**src/sv/ppmd_pkg.sv**
```systemverilog
// shared types and constants for the ppm p6 stream decoder
package ppmd_pkg;

  localparam int DIM_W   = 15;
  localparam int COUNT_W = 2 * DIM_W;
  localparam int TDATA_W = 72;

  localparam logic [7:0] CH_P     = 8'h50;
  localparam logic [7:0] CH_SIX   = 8'h36;
  localparam logic [7:0] CH_HASH  = 8'h23;
  localparam logic [7:0] CH_LF    = 8'h0A;
  localparam logic [7:0] CH_CR    = 8'h0D;
  localparam logic [7:0] CH_TAB   = 8'h09;
  localparam logic [7:0] CH_SPACE = 8'h20;
  localparam logic [7:0] CH_ZERO  = 8'h30;
  localparam logic [7:0] CH_NINE  = 8'h39;

  localparam logic [DIM_W-1:0] ACC_MAX    = 15'h7FFF;
  localparam logic [DIM_W-1:0] MAXVAL_REQ = 15'd255;
  localparam logic [7:0]       ARGB_ALPHA = 8'hFF;

  typedef enum logic [2:0] {
    PH_MAGIC_P = 3'd0,
    PH_MAGIC_6 = 3'd1,
    PH_WIDTH   = 3'd2,
    PH_HEIGHT  = 3'd3,
    PH_MAXVAL  = 3'd4,
    PH_PIXELS  = 3'd5,
    PH_IDLE    = 3'd6
  } phase_e;

  typedef enum logic [1:0] {
    KIND_PIXEL  = 2'd0,
    KIND_HEADER = 2'd1,
    KIND_ERROR  = 2'd2
  } kind_e;

  typedef enum logic [2:0] {
    ERR_MAGIC  = 3'd0,
    ERR_NUMBER = 3'd1,
    ERR_SIZE   = 3'd2,
    ERR_MAXVAL = 3'd3,
    ERR_TRUNC  = 3'd4
  } err_e;

  typedef struct packed {
    kind_e             kind;
    logic [31:0]       pixel_argb;
    logic [DIM_W-1:0]  image_width;
    logic [DIM_W-1:0]  image_height;
    err_e              error_code;
    logic              final_pixel;
  } result_t;

endpackage

```
**src/sv/ppm_p6_stream_decoder.sv**
```systemverilog
// top level of the ppm p6 stream decoder
// usage:
//   s_axis carries the file one byte per transfer in tdata[7:0]; tlast marks the
//   final byte of a file. m_axis carries zero or one result per input byte:
//   tuser gives the kind (pixel, header complete, error), tlast flags the final
//   pixel of the image, and tdata holds the pixel word, the image size and the
//   error code.
//   a byte's result goes into the output register when the output is free, else
//   into the skid register. one byte is taken every cycle while tready is high;
//   the parse step and width times height product both settle between the state
//   registers and the output register, so a byte never waits on an earlier one.
//   results sit in a two-entry buffer (output register and skid register).
//   when m_axis stalls, the block keeps taking bytes until one result is held
//   in each entry; s_axis tready then drops until the receiver takes one.
//   errors are reported once; later bytes are dropped until a tlast byte. any
//   tlast byte returns the parser to waiting for the magic, ready for the next
//   file. bytes after the final pixel are dropped.
//   reset empties the buffer and puts the parser in the waiting-for-magic state;
//   tready is high from the first cycle after reset.
module ppm_p6_stream_decoder import ppmd_pkg::*; #(
  parameter int MAX_DIM = 16384
) (
  input  logic               clk_i,
  input  logic               rst_ni,
  input  logic               s_axis_tvalid_i,
  output logic               s_axis_tready_o,
  input  logic [7:0]         s_axis_tdata_i,   // data_byte
  input  logic               s_axis_tlast_i,   // last_byte
  output logic               m_axis_tvalid_o,
  input  logic               m_axis_tready_i,
  // pixel_argb[31:0], image_width[46:32], image_height[61:47], error_code[64:62]
  output logic [TDATA_W-1:0] m_axis_tdata_o,
  output logic [1:0]         m_axis_tuser_o,   // kind
  output logic               m_axis_tlast_o    // final_pixel
);

  logic    accept;
  logic    res_valid;
  result_t res;
  result_t out;

  assign accept = s_axis_tvalid_i && s_axis_tready_o;

  ppmd_parse #(
    .MAX_DIM(MAX_DIM)
  ) u_parse (
    .clk_i      (clk_i),
    .rst_ni     (rst_ni),
    .accept_i   (accept),
    .data_i     (s_axis_tdata_i),
    .last_i     (s_axis_tlast_i),
    .res_valid_o(res_valid),
    .res_o      (res)
  );

  ppmd_outq u_outq (
    .clk_i      (clk_i),
    .rst_ni     (rst_ni),
    .push_i     (accept && res_valid),
    .push_data_i(res),
    .ready_o    (s_axis_tready_o),
    .out_valid_o(m_axis_tvalid_o),
    .out_ready_i(m_axis_tready_i),
    .out_data_o (out)
  );

  assign m_axis_tdata_o = {7'd0, out.error_code, out.image_height, out.image_width,
                           out.pixel_argb};
  assign m_axis_tuser_o = out.kind;
  assign m_axis_tlast_o = out.final_pixel;

endmodule

```
**src/sv/ppmd_parse.sv**
```systemverilog
// header parser and pixel packer, one byte per transfer
module ppmd_parse import ppmd_pkg::*; #(
  parameter int MAX_DIM = 16384
) (
  input  logic       clk_i,
  input  logic       rst_ni,
  input  logic       accept_i,
  input  logic [7:0] data_i,
  input  logic       last_i,
  output logic       res_valid_o,
  output result_t    res_o
);

  localparam logic [DIM_W-1:0] MaxDimW = DIM_W'(MAX_DIM);

  phase_e               phase_q, phase_d;
  logic                 in_comment_q, in_comment_d;
  logic [DIM_W-1:0]     accum_q, accum_d;
  logic                 saw_digit_q, saw_digit_d;
  logic [DIM_W-1:0]     width_q, width_d;
  logic [DIM_W-1:0]     height_q, height_d;
  logic [COUNT_W-1:0]   pixels_left_q, pixels_left_d;
  logic [15:0]          partial_q, partial_d;
  logic [1:0]           chan_q, chan_d;

  logic                 is_blank, is_digit, is_hash;
  logic [DIM_W+3:0]     acc_next;
  logic                 dim_ok;
  logic [COUNT_W-1:0]   pixel_count;

  assign is_blank = (data_i == CH_SPACE) || (data_i == CH_TAB) ||
                    (data_i == CH_CR) || (data_i == CH_LF);
  assign is_digit = (data_i >= CH_ZERO) && (data_i <= CH_NINE);
  assign is_hash  = (data_i == CH_HASH);
  assign acc_next = {1'b0, accum_q, 3'b000} + {3'b000, accum_q, 1'b0} +
                    {15'd0, data_i[3:0]};
  assign dim_ok   = (accum_q != '0) && (accum_q <= MaxDimW);
  assign pixel_count = COUNT_W'(width_q) * COUNT_W'(height_q);

  always_comb begin
    logic fail_en;
    err_e fail_code;
    logic [COUNT_W-1:0] left_dec;

    fail_en   = 1'b0;
    fail_code = ERR_MAGIC;
    left_dec  = (pixels_left_q != '0) ? pixels_left_q - COUNT_W'(1) : pixels_left_q;

    phase_d       = phase_q;
    in_comment_d  = in_comment_q;
    accum_d       = accum_q;
    saw_digit_d   = saw_digit_q;
    width_d       = width_q;
    height_d      = height_q;
    pixels_left_d = pixels_left_q;
    partial_d     = partial_q;
    chan_d        = chan_q;

    res_valid_o = 1'b0;
    res_o       = '0;

    unique case (phase_q)
      PH_MAGIC_P: begin
        if (data_i == CH_P) begin
          phase_d = PH_MAGIC_6;
        end else begin
          fail_en   = 1'b1;
          fail_code = ERR_MAGIC;
        end
      end
      PH_MAGIC_6: begin
        if (data_i == CH_SIX) begin
          phase_d      = PH_WIDTH;
          accum_d      = '0;
          saw_digit_d  = 1'b0;
          in_comment_d = 1'b0;
        end else begin
          fail_en   = 1'b1;
          fail_code = ERR_MAGIC;
        end
      end
      PH_WIDTH, PH_HEIGHT, PH_MAXVAL: begin
        if (!saw_digit_q) begin
          // waiting for the first digit: blanks and comments
          if (in_comment_q) begin
            if (data_i == CH_LF) in_comment_d = 1'b0;
          end else if (is_hash) begin
            in_comment_d = 1'b1;
          end else if (is_digit) begin
            accum_d     = DIM_W'(data_i[3:0]);
            saw_digit_d = 1'b1;
          end else if (!is_blank) begin
            fail_en   = 1'b1;
            fail_code = ERR_NUMBER;
          end
        end else if (is_digit) begin
          accum_d = (acc_next > {4'd0, ACC_MAX}) ? ACC_MAX : acc_next[DIM_W-1:0];
        end else begin
          accum_d      = '0;
          saw_digit_d  = 1'b0;
          in_comment_d = 1'b0;
          if (phase_q == PH_MAXVAL) begin
            // terminator is the single separator byte
            if (accum_q != MAXVAL_REQ) begin
              fail_en   = 1'b1;
              fail_code = ERR_MAXVAL;
            end else begin
              pixels_left_d = pixel_count;
              chan_d        = '0;
              partial_d     = '0;
              phase_d       = PH_PIXELS;
              res_valid_o        = 1'b1;
              res_o.kind         = KIND_HEADER;
              res_o.image_width  = width_q;
              res_o.image_height = height_q;
            end
          end else if (!dim_ok) begin
            fail_en   = 1'b1;
            fail_code = ERR_SIZE;
          end else begin
            if (phase_q == PH_WIDTH) begin
              width_d = accum_q;
              phase_d = PH_HEIGHT;
            end else begin
              height_d = accum_q;
              phase_d  = PH_MAXVAL;
            end
            // terminator starts the next number
            if (is_hash) begin
              in_comment_d = 1'b1;
            end else if (!is_blank) begin
              fail_en   = 1'b1;
              fail_code = ERR_NUMBER;
            end
          end
        end
      end
      PH_PIXELS: begin
        unique case (chan_q)
          2'd0: begin
            partial_d = {data_i, 8'h00};
            chan_d    = 2'd1;
          end
          2'd1: begin
            partial_d = {partial_q[15:8], data_i};
            chan_d    = 2'd2;
          end
          default: begin
            partial_d     = '0;
            chan_d        = '0;
            pixels_left_d = left_dec;
            if (left_dec == '0) phase_d = PH_IDLE;
            res_valid_o       = 1'b1;
            res_o.kind        = KIND_PIXEL;
            res_o.pixel_argb  = {ARGB_ALPHA, partial_q, data_i};
            res_o.final_pixel = (left_dec == '0);
          end
        endcase
      end
      default: begin
      end
    endcase

    if (fail_en) begin
      phase_d          = PH_IDLE;
      res_valid_o      = 1'b1;
      res_o            = '0;
      res_o.kind       = KIND_ERROR;
      res_o.error_code = fail_code;
    end

    if (last_i) begin
      if (phase_q != PH_IDLE && phase_d != PH_IDLE) begin
        res_valid_o      = 1'b1;
        res_o            = '0;
        res_o.kind       = KIND_ERROR;
        res_o.error_code = ERR_TRUNC;
      end
      // end of file re-arms the parser
      phase_d       = PH_MAGIC_P;
      in_comment_d  = 1'b0;
      accum_d       = '0;
      saw_digit_d   = 1'b0;
      width_d       = '0;
      height_d      = '0;
      pixels_left_d = '0;
      partial_d     = '0;
      chan_d        = '0;
    end
  end

  always_ff @(posedge clk_i or negedge rst_ni) begin
    if (!rst_ni) begin
      phase_q       <= PH_MAGIC_P;
      in_comment_q  <= 1'b0;
      accum_q       <= '0;
      saw_digit_q   <= 1'b0;
      width_q       <= '0;
      height_q      <= '0;
      pixels_left_q <= '0;
      partial_q     <= '0;
      chan_q        <= '0;
    end else if (accept_i) begin
      phase_q       <= phase_d;
      in_comment_q  <= in_comment_d;
      accum_q       <= accum_d;
      saw_digit_q   <= saw_digit_d;
      width_q       <= width_d;
      height_q      <= height_d;
      pixels_left_q <= pixels_left_d;
      partial_q     <= partial_d;
      chan_q        <= chan_d;
    end
  end

  a_last_rearms: assert property (@(posedge clk_i) disable iff (!rst_ni)
    accept_i && last_i |=> phase_q == PH_MAGIC_P && chan_q == 2'd0)
    else $error("parser not re-armed after last byte");

  a_pixel_in_pixels: assert property (@(posedge clk_i) disable iff (!rst_ni)
    accept_i && res_valid_o && res_o.kind == KIND_PIXEL |-> phase_q == PH_PIXELS)
    else $error("pixel result outside pixel phase");

  a_header_enters_pixels: assert property (@(posedge clk_i) disable iff (!rst_ni)
    accept_i && res_valid_o && res_o.kind == KIND_HEADER |=>
      phase_q == PH_PIXELS && pixels_left_q != '0)
    else $error("header result without pixel phase");

endmodule

```
**src/sv/ppmd_outq.sv**
```systemverilog
// two-entry output buffer: output register plus skid register
module ppmd_outq import ppmd_pkg::*; (
  input  logic    clk_i,
  input  logic    rst_ni,
  input  logic    push_i,
  input  result_t push_data_i,
  output logic    ready_o,
  output logic    out_valid_o,
  input  logic    out_ready_i,
  output result_t out_data_o
);

  logic    out_valid_q, out_valid_d;
  logic    skid_valid_q, skid_valid_d;
  result_t out_q, out_d;
  result_t skid_q, skid_d;
  logic    out_free;

  assign ready_o     = !skid_valid_q;
  assign out_valid_o = out_valid_q;
  assign out_data_o  = out_q;
  assign out_free    = !out_valid_q || out_ready_i;

  always_comb begin
    out_valid_d  = out_valid_q;
    skid_valid_d = skid_valid_q;
    out_d        = out_q;
    skid_d       = skid_q;
    if (out_free) begin
      if (skid_valid_q) begin
        out_d        = skid_q;
        out_valid_d  = 1'b1;
        skid_valid_d = 1'b0;
      end else begin
        out_d       = push_data_i;
        out_valid_d = push_i;
      end
    end else if (push_i) begin
      skid_d       = push_data_i;
      skid_valid_d = 1'b1;
    end
  end

  always_ff @(posedge clk_i or negedge rst_ni) begin
    if (!rst_ni) begin
      out_valid_q  <= 1'b0;
      skid_valid_q <= 1'b0;
    end else begin
      out_valid_q  <= out_valid_d;
      skid_valid_q <= skid_valid_d;
    end
  end

  always_ff @(posedge clk_i) begin
    out_q  <= out_d;
    skid_q <= skid_d;
  end

  a_no_push_when_full: assert property (@(posedge clk_i) disable iff (!rst_ni)
    push_i |-> !skid_valid_q)
    else $error("push into full output buffer");

  a_skid_behind_out: assert property (@(posedge clk_i) disable iff (!rst_ni)
    skid_valid_q |-> out_valid_q)
    else $error("skid entry without output entry");

  a_stall_fills_skid: assert property (@(posedge clk_i) disable iff (!rst_ni)
    push_i && out_valid_q && !out_ready_i |=> skid_valid_q && skid_q == $past(push_data_i))
    else $error("stalled result not kept in skid register");

endmodule
```
**config.mk**
```make
export PLATFORM = sky130hd
export DESIGN_NAME = ppm_p6_stream_decoder
export DESIGN_NICKNAME = d
export VERILOG_FILES = /design/src/sv/ppmd_pkg.sv /design/src/sv/ppm_p6_stream_decoder.sv /design/src/sv/ppmd_parse.sv /design/src/sv/ppmd_outq.sv
export SDC_FILE = /design/constraint.sdc
export NUM_CORES = 1
export LEC_CHECK = 0
export BUFFER_PORTS_ARGS = -buffer_cell sky130_fd_sc_hd__clkbuf_2
export CORE_ASPECT_RATIO = 0.6
export CORE_UTILIZATION = 40
export CTS_BUF_LIST = sky130_fd_sc_hd__clkbuf_4
export DETAILED_ROUTE_END_ITERATION = 16
export PLACE_DENSITY = 0.6
export SLEW_MARGIN = 20
export SYNTH_ARGS = -nofsm -noshare
export SYNTH_HDL_FRONTEND = slang
export SYNTH_SLANG_ARGS = --single-unit
```
**constraint.sdc**
```tcl
create_clock -name clk_i -period 10.13 [get_ports clk_i]
set_input_delay 0 -clock clk_i [delete_from_list [all_inputs] [get_ports clk_i]]
set_output_delay 0 -clock clk_i [all_outputs]
set_load 0.005 [all_outputs]
```
After elaboration in Yosys (flattened, before gate mapping)
Cells that the tools add are included.
Widths: inputs -> output; s select.
{"block": "op_classes", "n_addsub": 3, "mul": 1, "order_cmp": 4, "eq_ne": 30, "mux": 128, "bitwise": 1, "n_reduce_logical": 34}
{"cell": "$mux 30", "n": 12}
{"cell": "$mux 15", "n": 22}
{"cell": "$mux 68", "n": 4}
{"cell": "$mux 16", "n": 5}
{"cell": "$mux 32", "n": 2}
{"cell": "$pmux 16 s2", "n": 2}
{"cell": "$mux 3", "n": 20}
{"cell": "$pmux 30 s2", "n": 1}
{"cell": "$mux 1", "n": 42}
{"cell": "$logic_not 30->1", "n": 1}
{"cell": "$mul 15x15->30", "n": 1}
{"cell": "$pmux 15 s2", "n": 1}
{"cell": "$reduce_bool 30->1", "n": 1}
{"cell": "$sub 30x1->30 const B", "n": 1}
{"cell": "$reduce_and 7->1", "n": 4}
{"cell": "$eq 8x4->1 const B", "n": 3}
{"cell": "$eq 8x6->1 const B", "n": 3}
{"cell": "$add 18x16->19", "n": 1}
{"cell": "$add 19x4->19", "n": 1}
{"cell": "$gt 19x15->1 const B", "n": 1}
{"cell": "$mux 2", "n": 9}
{"cell": "$ne 3x3->1 const B", "n": 6}
{"cell": "$le 15x15->1 const B", "n": 1}
{"cell": "$ne 15x8->1 const B", "n": 1}
{"cell": "other kinds (31)", "n": 56}
{"block": "totals", "regBits": 236, "input_bits": 13, "out_inout_bits": 77}

Logic depth before layout (Yosys ltp)
{"block": "logic_depth", "depth_word": 19, "ltp_mapped": 24}

By module
Synthesis repeated with hierarchy kept, for this count alone.
{"block": "unflattened", "cells_unflattened": 1998, "area_unflattened_um2": 20280.7}
{"module": "ppmd_parse", "n_inst": 1, "cells_per_inst": 1767, "area_each_um2": 14876.8}
{"module": "ppmd_outq", "n_inst": 1, "cells_per_inst": 221, "area_each_um2": 5335.1}
{"module": "ppm_p6_stream_decoder", "n_inst": 1, "cells_per_inst": 10, "area_each_um2": 68.8}

Least setup slack after synthesis
No wires, ideal clock.
{"block": "synth_timing", "path_type": "reg2reg", "startpoint": "register u_parse.pixels_left_q[0]", "endpoint": "register u_outq.skid_q[0] (netlist bit), enable pin", "setup_time_ps": 555, "arrival_ps": 6988, "required_ps": 9575, "setup_slack_ps": 2587, "path_stages_with_launch": 13, "path_cell_list": "dfrtp_1 -> inv_1 -> ha_1 -> or3b_2 -> or4_4 -> buf_6 -> o21ai_1 -> nor4_1 -> xnor2_1 -> and4b_1 -> nand4_4 -> a21oi_1 -> nor3_1"}
{"block": "synth_via", "elab_chain_len": 13, "word_cells_on_any_way": 14, "cone_classes": "add/sub: 1; eq/ne: 1; mux: 7; reduce/logical: 5"}
{"item": "from (decl)", "line_no": "ppmd_parse.sv:22", "source": "logic [COUNT_W-1:0] pixels_left_q, pixels_left_d;"}
{"item": "from (signal assigned)", "line_no": "ppmd_parse.sv:210", "source": "pixels_left_q <= pixels_left_d;"}
{"item": "$sub 30x1->30 / $reduce_bool 30->1 (equally long branches)", "line_no": "ppmd_parse.sv:47", "source": "left_dec = (pixels_left_q != '0) ? pixels_left_q - COUNT_W'(1) : pixels_left_q;"}
{"item": "$mux 30 *", "line_no": "ppmd_parse.sv:47"}
{"item": "$logic_not 30->1 *", "line_no": "ppmd_parse.sv:152", "source": "if (left_dec == '0) phase_d = PH_IDLE;"}
{"item": "$mux 3 *", "line_no": "ppmd_parse.sv:152"}
{"item": "$mux 3 *", "line_no": "ppmd_parse.sv:139", "source": "unique case (chan_q)"}
{"item": "$pmux 3 s4 *", "line_no": "ppmd_parse.sv:62", "source": "unique case (phase_q)"}
{"item": "$mux 3 *", "line_no": "ppmd_parse.sv:164", "source": "if (fail_en) begin"}
{"item": "$ne 3x3->1 *", "line_no": "ppmd_parse.sv:173", "source": "if (phase_q != PH_IDLE && phase_d != PH_IDLE) begin"}
{"item": "$logic_and 1x1->1 *", "line_no": "ppmd_parse.sv:173"}
{"item": "$mux 1 *", "line_no": "ppmd_parse.sv:173"}
{"item": "$mux 1 *", "line_no": "ppmd_parse.sv:172", "source": "if (last_i) begin"}
{"item": "$logic_and 1x1->1 *", "line_no": "ppm_p6_stream_decoder.sv:59", "source": ".push_i (accept && res_valid),"}
{"item": "$reduce_and 2->1 (no line) *"}
{"item": "to (signal assigned)", "line_no": "ppmd_outq.sv:56", "source": "skid_q <= skid_d;"}
{"item": "to (decl)", "line_no": "ppmd_outq.sv:16", "source": "result_t skid_q, skid_d;"}
Mark *: on every way between the ends. The rest lies on a longest branch, timed or not.
A chain may end at the register's enable or synchronous reset.

Worst setup path in the final report
{"block": "layout_timing", "startpoint": "register u_parse.height_q[6]", "endpoint": "register u_parse.pixels_left_q[27]"}
{"block": "layout_via", "elab_chain_len": 7}
{"item": "from (decl)", "line_no": "ppmd_parse.sv:21", "source": "logic [DIM_W-1:0] height_q, height_d;"}
{"item": "from (signal assigned)", "line_no": "ppmd_parse.sv:209", "source": "height_q <= height_d;"}
{"item": "$mul 15x15->30", "line_no": "ppmd_parse.sv:38", "source": "assign pixel_count = COUNT_W'(width_q) * COUNT_W'(height_q);"}
{"item": "$mux 30", "line_no": "ppmd_parse.sv:104", "source": "if (accum_q != MAXVAL_REQ) begin"}
{"item": "$mux 30", "line_no": "ppmd_parse.sv:102", "source": "if (phase_q == PH_MAXVAL) begin"}
{"item": "$mux 30", "line_no": "ppmd_parse.sv:96", "source": "end else if (is_digit) begin"}
{"item": "$mux 30", "line_no": "ppmd_parse.sv:83", "source": "if (!saw_digit_q) begin"}
{"item": "$pmux 30 s2", "line_no": "ppmd_parse.sv:62"}
{"item": "$mux 30", "line_no": "ppmd_parse.sv:172"}
No other way between the ends. The select of a mux whose other input is x is not followed.

==> reports/results.ini <==
[yosys]
synth.avg_cell_area_um2=9.97
synth-edff-count=122
synthSimpleGateAreaFrac=0.173
yosys.cell_count.top_type=inv_1
synthArstFlopShare=0.450
synth_xor_area_frac=0.0208
synth_area_um2=19000
synth_ff_type=edfxtp_1
ys_ff_latch=222
ys_seq_area_frac=0.325
yosysWarnings=0
synth_top_cells_by_area=edfxtp_1 (19%), fa_1 (18%), dfrtp_1 (13%)
muxShareOfSynthArea=0.0217
synth_top_area_frac=0.193
synthTopCellsByCount=inv_1 (229), and2_1 (215), fa_1 (169)
netlist_instances=1903
synthAdderAreaFrac=0.261
yosys.area.top_type=edfxtp_1
ys_types=78
synth_top_family_by_area=adder cells
synth_compound_area_frac=0.127

[power]
p_clk_frac=0.307
power_density_nw_per_um2=135
seq_power_share=0.453
peakVddDrop_uv=74.8
power_frac_comb=0.240
p_leak_nw=10.1
intPower_mw=1.84
p_sw_mw=0.978
switching_share=0.347

[die]
rows=61
die_x_um=283
core_area_um2=46600
start_util=0.408
pin_count=90
die_area_um2=48400
chipHeight_um=171

[clock_network]
clkSlewWorstSetupHoldPaths_ps=70
clk_latency_ps=760
cts_buffers=58
tritoncts=done
cts_buffer_depth=3
h-tree-depth=2
postCtsSetupBuffers=0
clock-sinks=222
root_buffer=clkbuf_4

[global_routing]
antenna_found_initial=3
grtUsageMet1=0.334
gr-usage-met3=0.0607
grt_overflow_total=0
grt_max_degree=67
grt_pass1_wl_um=82600
grt_pass1_vias=14500
grt.met2_usage=0.297
busiest_layer=met1
grt_use_total=0.216

[sta]
finalHoldViolCount=0
drv_slew=0
worstMarginPinSlew_ps=974
fin_crit_sh=0.653
clock_skew_ps=48.3
setup_tns_ps=0
rsz0062_at_grt=false
setup_viol=0
timing.slew.headroom=0.349
finalCriticalPeriod_ps=6610
fmax_mhz=151

[place]
gp_congestion=0.913
hpwl_um=37000
portBuffers=82

[job]
max_cap_violations=0

[drt]
wire_per_inst_um=19.2
vias=14400
drt-initial-drc-count=1349
remaining_drc_errors=0
firstDrtPassIters=6
drt_wl_total_um=50900
viasPerCell=5.45
postRouteAntennaNets=0

[layout]
final_nets=2277
fill_cells=4557
regArea_um2=6170
multi_input_area_um2=11500
layout-drive-gt1-share=0.136
syn_to_final_growth_pct=9.84
final_core_util=0.448

[worst_setup_path]
timing.rr.start=u_parse.height_q[6]
critical_path.startpoint_type=flip-flop
path_max_fanout=18
path_class=flip-flop to flip-flop
cp.required_ps=10790
crit_path_end_kind=flip-flop
startpoint=u_parse.height_q[6]
arrival_ps=7270

[outcome]
status=finished, final reports clean

[min_path]
hold_path.class=input port to flip-flop
min_from=s_axis_tlast_i

worst max-delay path: stages (launching register included):
cell and delay, ps:
dfrtp_1 860, nand2_1 170, fa_1 520, fa_1 570
inv_1 60, fa_1 670, fa_1 470, fa_1 510
inv_1 50, fa_1 470, inv_1 40, ha_1 330
a21o_1 180, a21o_1 190, nor3_1 250, a211oi_1 180
o21ai_0 330, nand3b_1 120, a21oi_1 190, xnor2_1 80
a31o_2 240
power groups by stage:
stage | combinational (mW) | clock (mW) | sequential (mW)
floorplan | 0.445 | 0 | 1.24
global placement | 0.654 | 0 | 1.29
detailed placement | 0.663 | 0 | 1.29
CTS | 0.675 | 0.888 | 1.28
global route | 0.741 | 0.935 | 1.30
finish | 0.675 | 0.867 | 1.28
metrics by stage:
stage / instances / hold WS [ps] / cell area [um2] / setup WS, ps / power [mW]
2_1_floorplan: 1909 / -296 / 19000 / 2590 / 1.69
3_3_place_gp: 2525 / 69.8 / 19900 / 3670 / 1.94
3_5_place_dp: 2525 / 80.4 / 19900 / 3640 / 1.96
4_1_cts: 2648 / 52.8 / 20800 / 3600 / 2.84
5_1_grt: 2650 / 117 / 20800 / 3160 / 2.97
6_report: 2650 / 132 / 20800 / 3520 / 2.82
flip-flops by register name, summed over array words and instances (netlist names), 2 cells and up:
register / count
u_outq.out_data_o: 61
u_outq.skid_q: 61
u_parse.accum_q: 15
u_parse.chan_q: 2
u_parse.height_q: 15
u_parse.partial_q: 16
u_parse.phase_q: 3
u_parse.pixels_left_q: 30
u_parse.width_q: 15
kinds of logic (layout without fill, tap and decap cells):
group / count (synthesis) / count (layout)
AND/OR/NAND/NOR: 615 / 615
AO/OA/AOI/OAI: 348 / 348
buffers and inverters: 341 / 451
adder cells (fa/ha/maj): 294 / 294
flip-flops: 222 / 222
XOR/XNOR: 45 / 45
multiplexers: 37 / 37
other: 1 / 8
placed cells by master (no fill, tap or decap), drive strengths merged, types with 19 or more instances in the layout:
cell | Yosys | final
a21o | 22 | 22
a21oi | 74 | 74
a22o | 47 | 47
a31o | 25 | 25
and2 | 215 | 215
buf | 26 | 19
clkbuf | 86 | 159
clkinv | 0 | 26
dfrtp | 100 | 100
edfxtp | 122 | 122
fa | 169 | 169
ha | 125 | 125
inv | 229 | 230
mux2 | 33 | 33
nand2 | 165 | 165
nand3 | 23 | 23
nor2 | 74 | 74
nor3 | 33 | 33
o21ai | 78 | 78
xnor2 | 26 | 26
xor2 | 19 | 19
layout make-up:
type | instances | share of cell area
Sequential cell | 222 | 0.296
Tap cell | 630 | 0.0378
Clock inverter | 31 | 0.0103
Multi-Input combinational cell | 1346 | 0.552
Clock buffer | 78 | 0.0281
Timing Repair Buffer | 113 | 0.0344
Antenna cell | 1 | 0.000120
Inverter | 229 | 0.0412
what timing repair did:
action,CTS,global route
hold buffers,14,0
gates resized for setup,0,0
endpoints found under the hold margin,102,0
layer usage:
layer	wire length [um]	share of wire	vias to the layer above
met4	510	0.010	2
met1	25200	0.50	7233
met3	4670	0.092	45
met2	20500	0.40	532
li1	-	-	6619
met5	13	0.00026	-
worst paths after layout:
| path | end | slack [ps] | depth (start not counted) |
|---|---|---|---|
| hold / removal | u_parse.pixels_left_q[0] | 130 | 2 |
| max in group asynchronous | u_outq.skid_valid_q | 8930 | 4 |
| hold reg to reg | u_parse.chan_q[0] | 500 | 1 |
| min in group asynchronous | u_parse.height_q[10] | 370 | 4 |
| setup / recovery | u_parse.pixels_left_q[27] | 3520 | 20 |
| setup reg to reg | u_parse.pixels_left_q[27] | 3520 | 20 |
Note: power is estimated with default switching activity, not from simulation.
